$ cat src/hw/rtl/isort_pkg.sv
// ----------------------------------------------------------------------------
// isort_pkg
// Shared types for the insertion sorter: controller states and the
// command / status groups between controller and datapath.
// ----------------------------------------------------------------------------
package isort_pkg;

   localparam int DATA_W = 32;

   typedef enum logic [0:0] {
      ST_FILL  = 1'b0,
      ST_DRAIN = 1'b1
   } state_type;

   // controller -> datapath
   typedef struct packed {
      logic insert;   // place the input value into the list
      logic shift;    // pop the list head toward the output
   } cmd_type;

   // datapath -> controller
   typedef struct packed {
      logic last_one;  // exactly one entry left
      logic overflow;  // a value was dropped in this set
   } status_type;

endpackage

$ cat src/hw/rtl/isort_datapath.sv
// ----------------------------------------------------------------------------
// isort_datapath
// Row of sorted cells with parallel compare-and-shift insertion, a fill
// count and the drop flag. Drains by shifting the row toward entry zero.
// ----------------------------------------------------------------------------
module isort_datapath #(
   parameter int DEPTH = 16
) (
   input  logic                          clock,
   input  logic                          reset,
   input  isort_pkg::cmd_type            cmd,
   input  logic signed [isort_pkg::DATA_W-1:0] value,
   output logic signed [isort_pkg::DATA_W-1:0] head,
   output isort_pkg::status_type         status
);
   import isort_pkg::*;

   localparam int CW = $clog2(DEPTH + 1);

   logic signed [DATA_W-1:0] store_ff [DEPTH];
   logic signed [DATA_W-1:0] store_in [DEPTH];
   logic [CW-1:0]            count_ff;
   logic [CW-1:0]            count_in;
   logic                     ovf_ff;
   logic                     ovf_in;
   logic [DEPTH-1:0]         lt;
   logic [DEPTH-1:0]         lt_prev;
   logic signed [DATA_W-1:0] val_prev [DEPTH];
   logic                     full;

   assign full = (count_ff == CW'(DEPTH));

   // each cell compares the new value with its own content
   always_comb begin
      for (int i = 0; i < DEPTH; i++) begin
         lt[i] = (CW'(i) < count_ff) && (value < store_ff[i]);
      end
      lt_prev[0]  = 1'b0;
      val_prev[0] = value;
      for (int i = 1; i < DEPTH; i++) begin
         lt_prev[i]  = lt[i-1];
         val_prev[i] = store_ff[i-1];
      end
   end

   always_comb begin
      store_in = store_ff;
      count_in = count_ff;
      ovf_in   = ovf_ff;
      if (cmd.insert) begin
         if (full) begin
            ovf_in = 1'b1;
         end else begin
            count_in = count_ff + CW'(1);
            for (int i = 0; i < DEPTH; i++) begin
               // cells at or past the insertion point move up by one
               if (lt[i] || (CW'(i) == count_ff)) begin
                  store_in[i] = lt_prev[i] ? val_prev[i] : value;
               end
            end
         end
      end else if (cmd.shift) begin
         for (int i = 0; i < DEPTH - 1; i++) begin
            store_in[i] = store_ff[i+1];
         end
         count_in = count_ff - CW'(1);
         if (count_ff == CW'(1)) begin
            ovf_in = 1'b0;
         end
      end
   end

   always_ff @(posedge clock) begin
      store_ff <= store_in;
   end

   always_ff @(posedge clock) begin
      if (reset) begin
         count_ff <= '0;
         ovf_ff   <= 1'b0;
      end else begin
         count_ff <= count_in;
         ovf_ff   <= ovf_in;
      end
   end

   assign head            = store_ff[0];
   assign status.last_one = (count_ff == CW'(1));
   assign status.overflow = ovf_ff;

endmodule

$ cat src/hw/rtl/isort_ctrl.sv
// ----------------------------------------------------------------------------
// isort_ctrl
// Two-state controller: collect values until the last beat of a set, then
// drain the sorted list one beat per output handshake.
// ----------------------------------------------------------------------------
module isort_ctrl (
   input  logic                  clock,
   input  logic                  reset,
   input  logic                  req_tvalid,
   input  logic                  req_tlast,
   output logic                  req_tready,
   output logic                  rsp_tvalid,
   input  logic                  rsp_tready,
   input  isort_pkg::status_type status,
   output isort_pkg::cmd_type    cmd
);
   import isort_pkg::*;

   state_type state_ff;
   state_type state_in;

   always_ff @(posedge clock) begin
      if (reset) begin
         state_ff <= ST_FILL;
      end else begin
         state_ff <= state_in;
      end
   end

   always_comb begin
      state_in   = state_ff;
      req_tready = 1'b0;
      rsp_tvalid = 1'b0;
      cmd        = '0;
      unique case (state_ff)
         ST_FILL: begin
            req_tready = 1'b1;
            cmd.insert = req_tvalid;
            if (req_tvalid && req_tlast) begin
               state_in = ST_DRAIN;
            end
         end
         ST_DRAIN: begin
            rsp_tvalid = 1'b1;
            cmd.shift  = rsp_tready;
            // back to collecting once the final entry leaves
            if (rsp_tready && status.last_one) begin
               state_in = ST_FILL;
            end
         end
         default: begin
            state_in = ST_FILL;
         end
      endcase
   end

endmodule

$ cat src/hw/rtl/insertion_sorter.sv
// ----------------------------------------------------------------------------
// insertion_sorter
// Stable streaming sort of signed 32-bit values in sets of up to DEPTH.
// ----------------------------------------------------------------------------
// Each input beat is inserted into a row of DEPTH registers at the edge
// that accepts it: every cell compares the new value with its own content
// and the row opens a gap in parallel, so values arrive at one per cycle
// while filling. A value equal to stored ones lands after them. After the
// beat marked tlast is inserted the block stops taking input and drains the
// list, smallest first, one beat per output handshake, marks the final beat
// with rsp_tlast, and then empties the store. Values arriving while all
// DEPTH entries are taken are dropped, and rsp_tuser is high on every beat
// of that set.
// ----------------------------------------------------------------------------
module insertion_sorter #(
   parameter int DEPTH = 16
) (
   input  logic        clock,
   input  logic        reset,
   input  logic        req_tvalid,
   output logic        req_tready,
   input  logic [31:0] req_tdata,   // [31:0] value (signed)
   input  logic        req_tlast,   // is_last
   output logic        rsp_tvalid,
   input  logic        rsp_tready,
   output logic [31:0] rsp_tdata,   // [31:0] sorted_value (signed)
   output logic        rsp_tlast,   // end_of_set
   output logic        rsp_tuser    // [0] dropped_any
);
   import isort_pkg::*;

   cmd_type                  cmd;
   status_type               status;
   logic signed [DATA_W-1:0] head;

   isort_ctrl u_ctrl (
      .clock      (clock),
      .reset      (reset),
      .req_tvalid (req_tvalid),
      .req_tlast  (req_tlast),
      .req_tready (req_tready),
      .rsp_tvalid (rsp_tvalid),
      .rsp_tready (rsp_tready),
      .status     (status),
      .cmd        (cmd)
   );

   isort_datapath #(
      .DEPTH (DEPTH)
   ) u_datapath (
      .clock  (clock),
      .reset  (reset),
      .cmd    (cmd),
      .value  ($signed(req_tdata)),
      .head   (head),
      .status (status)
   );

   assign rsp_tdata = head;
   assign rsp_tlast = status.last_one;
   assign rsp_tuser = status.overflow;

`ifndef SYNTHESIS
   // a set that ends always yields at least one result
   a_last_in_drains: assert property (@(posedge clock) disable iff (reset)
      req_tvalid && req_tready && req_tlast |=> rsp_tvalid)
      else $error("no output after last input beat");

   // the final result returns the block to accepting input
   a_last_out_refills: assert property (@(posedge clock) disable iff (reset)
      rsp_tvalid && rsp_tready && rsp_tlast |=> req_tready && !rsp_tvalid)
      else $error("block did not return to input after final result");

   // drop flag holds across all beats of one set
   a_flag_steady: assert property (@(posedge clock) disable iff (reset)
      rsp_tvalid && rsp_tready && !rsp_tlast |=> rsp_tvalid && $stable(rsp_tuser))
      else $error("drop flag changed within a set");
`endif

endmodule

$ cat config.mk
export PLATFORM = sky130hd
export DESIGN_NAME = insertion_sorter
export DESIGN_NICKNAME = d
export VERILOG_FILES = /design/src/hw/rtl/isort_pkg.sv /design/src/hw/rtl/isort_datapath.sv /design/src/hw/rtl/isort_ctrl.sv /design/src/hw/rtl/insertion_sorter.sv
export SDC_FILE = /design/constraint.sdc
export NUM_CORES = 2
export LEC_CHECK = 0
export BUFFER_PORTS_ARGS = -buffer_cell sky130_fd_sc_hd__buf_4
export CAP_MARGIN = 20
export CORE_ASPECT_RATIO = 0.6
export CORE_MARGIN = 1
export CORE_UTILIZATION = 25
export DETAILED_ROUTE_END_ITERATION = 10
export PLACE_DENSITY = 0.44
export SLEW_MARGIN = 20
export SYNTH_ARGS = -nofsm -noshare
export SYNTH_HDL_FRONTEND = slang
export SYNTH_SLANG_ARGS = --single-unit
$ cat constraint.sdc
create_clock -name clock -period 6.8 [get_ports clock]
set_clock_uncertainty 0.1 [all_clocks]
set_input_delay 0.34 -clock clock [delete_from_list [all_inputs] [get_ports clock]]
set_output_delay 0.34 -clock clock [all_outputs]
set_load 0.02 [all_outputs]
==> impl_results.md <==
- Largest fanout of any net on the critical path: 24
- Total of warnings raised by yosys: 0
- Non-filler cells, final: 5668
- Deepest clock path buffer count: 3
- Met2 wire length: 40660 um
- Fill cell count: 15.84k
- Initial drt markers: 2195
- Nature of the critical path endpoint: flip-flop
- Worst Path Class, Setup: reg2reg
- Number of global-route vias before repair: 28.12k
- CTS tree: done
- Gpl congestion: 0.8180
- Met3 routed WL: 6126 um
- Number of clock sinks: 519
- Arr. time, crit path: 5.07 ns
- Leading cell types in the layout, fill and taps excluded: 515 x inv_1, 512 x edfxtp_1, 501 x ha_1, 387 x mux2i_1, 375 x o22ai_1
- Detailed-routing wirelength on met1: 70110 um
- Number of max-cap violations: 0
- Dpl cells: 5567
- Final-layout setup total negative slack: 0 ns
- DRT Pass-1 Iters: 7
- Wire length reported by the detailed router: 118100 um
- Max Clock Freq: 0.2077 GHz
- Shortest period the worst path allows: 4.816 ns
- Avg Inst Size Synth: 10.31 um2
- Post-synthesis cell type count: 60
- Area of the multi-input gates: 0.01965 mm2
- Horiz. Die Dim: 504.0 um
- Data required time of the critical path: 7.05 ns
- Number of setup buffers added after CTS: 0
- Clock insertion delay at the later pin of the skew report: 0.66 ns
- Total GRT Usage: 14.99%
- Gate count after technology mapping: 3664
- Proportion of synthesized flip-flops having asynchronous set or reset: 0%
- Register area share after synthesis: 41.05%
- Placeable core area: 0.1500 mm2
- CTS H-tree lvls: 2
- Worst Max-Slew Pin Slew: 1.140 ns
- EDFF count, synth: 512
- Sequential cell area: 0.01551 mm2
- Share of power burned in the clock network: 25.5%
- Clock-pin slew reported for the worst setup and hold paths after clock tree synthesis: 0.07 ns
- Critical-path top delay cell: a2111oi_2
- Clock buffer count from CTS: 54
- Cell area after synthesis: 0.03779 mm2
- Worst min-delay path class: in2reg
- Critical Path Max Stage Delay: 0.82 ns
- Post-cts resize count: 0
- IR Drop Worst-Case VDD: 0.1941 mV
- NetSw: 4.448 mW
- Ratio of final minimum period to clock period: 70.82%
- Area delta synth->final: 11.70%
- Worst hold slack after final layout: 0.06271 ns
- Post-layout nets: 4149
- Number of ports placed on the die boundary: 73
- Final count of pins violating max slew: 0
- Drt via density: 4.978
- Worst slew margin relative to its limit: 23.22%
- Routed vias: 28.22k
- Power per standard cell area: 279.5 mW/mm2
- Element type at the critical path start: flip-flop
- Predominant post-synthesis flop cell: edfxtp_1
- Most common cell after layout, fill and taps aside: inv_1
- Status: finished clean
- Fraction of power spent switching nets: 37.69%
- Unrepaired setup endpoints after global routing: no
- Number of placement rows: 110
- Root buffer cell: clkbuf_16
- Portion of total power attributed to combinational logic: 35.4%
- Global route total overflow: 0
- Number of hold buffers added after CTS: 3
- Maximum number of pins on one net before global-route repair: 165
- Number of remaining DRC errors: 0
- Reg power frac: 39.2%
- Synthesized Nets: 4202
- Pint: 7.352 mW
- Average wire per standard cell: 20.83 um
- Die area: 0.1528 mm2
- Flop and latch count out of synthesis: 519
- Wire length of the first global-routing pass: 179100 um
- Half-perimeter wire length after detailed placement: 85570 um
- Vertical die dimension: 303.2 um
- Final hold violation count: 0
- Ratio of cells with drive above 1 in the final layout: 7.256%
- Count of antenna-violating nets left after detailed routing: 0
- Top Metal Used: met4
- Critical path cell sequence: inv_1 -> ha_1 -> a21o_1 -> a21oi_1 -> o2111ai_1 -> a2111oi_2 -> o211ai_1 -> a21oi_4 -> buf_4 -> mux2i_1 -> o22ai_1
- Total of buffers placed on input and output ports: 72
- Setup violation total in the final timing report: 0
- Antenna violations before repair: 0
- Lkg Pwr: 19.13 nW
- Initial core utilization: 25.19%
- Antenna diode instance count: 0
==> critical path: cells and delay by family (launching register included) <==
kind | cells | cell delay (ns)
compound gates | 7 | 2.78
buf+inv | 2 | 0.62
flops | 1 | 0.42
mux | 1 | 0.28
fa+ha+maj | 1 | 0.24
==> synth_stat cells (all sizes together) (3+ instances only) <==
cell type | n | share of area (%)
a2111oi | 9 | 0.24
a211o | 9 | 0.21
a211oi | 23 | 0.49
a21o | 102 | 2.0
a21oi | 192 | 2.6
a221o | 33 | 0.87
a221oi | 3 | 0.070
a22oi | 33 | 0.66
a31oi | 16 | 0.26
a41oi | 14 | 0.32
and2 | 3 | 0.050
and4 | 7 | 0.16
buf | 74 | 1.3
clkbuf | 158 | 1.6
dfxtp | 7 | 0.37
edfxtp | 512 | 41
ha | 501 | 17
inv | 515 | 5.1
mux2 | 32 | 0.95
mux2i | 388 | 10
nand2 | 152 | 1.5
nand2b | 20 | 0.33
nand3 | 52 | 0.69
nand4 | 61 | 1.0
nor2 | 103 | 1.0
nor2b | 14 | 0.23
nor3 | 15 | 0.21
nor3b | 5 | 0.099
nor4 | 6 | 0.099
o2111ai | 9 | 0.21
o211ai | 46 | 0.91
o21a | 13 | 0.26
o21ai | 125 | 1.7
o22ai | 375 | 6.2
o31ai | 11 | 0.22
or2 | 3 | 0.050
xnor2 | 5 | 0.12
==> cell type report <==
cell class              instances  share of cell area, %
well taps                    2016                  5.975
repair buffers                123                  2.294
clock buffers                  74                  3.497
multi-input cells            2398                  46.54
flip-flops and latches        519                  36.75
inverters                     515                  4.579
clock inverters                23                 0.3616
==> power by group through the flow <==
stage	combinational (mW)	sequential (mW)	clock, mW
2_1_floorplan	2.84	4.56	0
3_3_place_gp	4.06	4.69	0
3_5_place_dp	4.11	4.69	0
4_1_cts	4.13	4.62	3.11
5_1_grt	4.61	4.68	3.21
6_report	4.17	4.62	3.01
==> sequential cells by signal, indices dropped and copies added (netlist names) <==
| register | count |
|---|---|
| u_datapath.store_ff | 480 |
| u_datapath.head | 32 |
| u_datapath.count_ff | 5 |
| u_ctrl.state_ff | 1 |
| u_datapath.ovf_ff | 1 |
==> cells by family after synthesis <==
family	after synthesis	share of synthesized area [%]
and+or+nand+nor	448	5.602
buffers and inverters	747	7.965
xor gates and xnor gates	6	0.1390
AOI/OAI and AO/OA	1023	17.43
adders and majority gates	501	16.59
DFF	519	41.05
muxes	420	11.23
==> metal layers <==
layer / GRT usage (%) / vias to the layer above
met5: 0 / -
met4: 1.914 / 0
met3: 2.299 / 84
met2: 18.20 / 547
met1: 26.30 / 13870
li1: - / 13720
==> worst paths after layout <==
path	cells after the start	end	startpoint	slack, ns
max	11	u_datapath.store_ff[358]	u_datapath.store_ff[409]	1.98
min reg2reg	2	u_datapath.ovf_ff	u_datapath.ovf_ff	0.40
max reg2reg	11	u_datapath.store_ff[358]	u_datapath.store_ff[409]	1.98
min	4	u_ctrl.state_ff	rsp_tready	0.06
==> stage by stage <==
step	setup WS [ns]	util [%]	total power, mW	instance area, um2
2_1_floorplan	1.959	-	7.391	37790
6_report	1.984	28.14	11.80	42220
4_1_cts	2.164	28.13	11.86	42200
3_3_place_gp	0.7320	27.00	8.750	40510
5_1_grt	1.902	28.14	12.50	42220
3_5_place_dp	1.879	27.02	8.798	40540
Note: power is estimated with default switching activity, not from simulation.
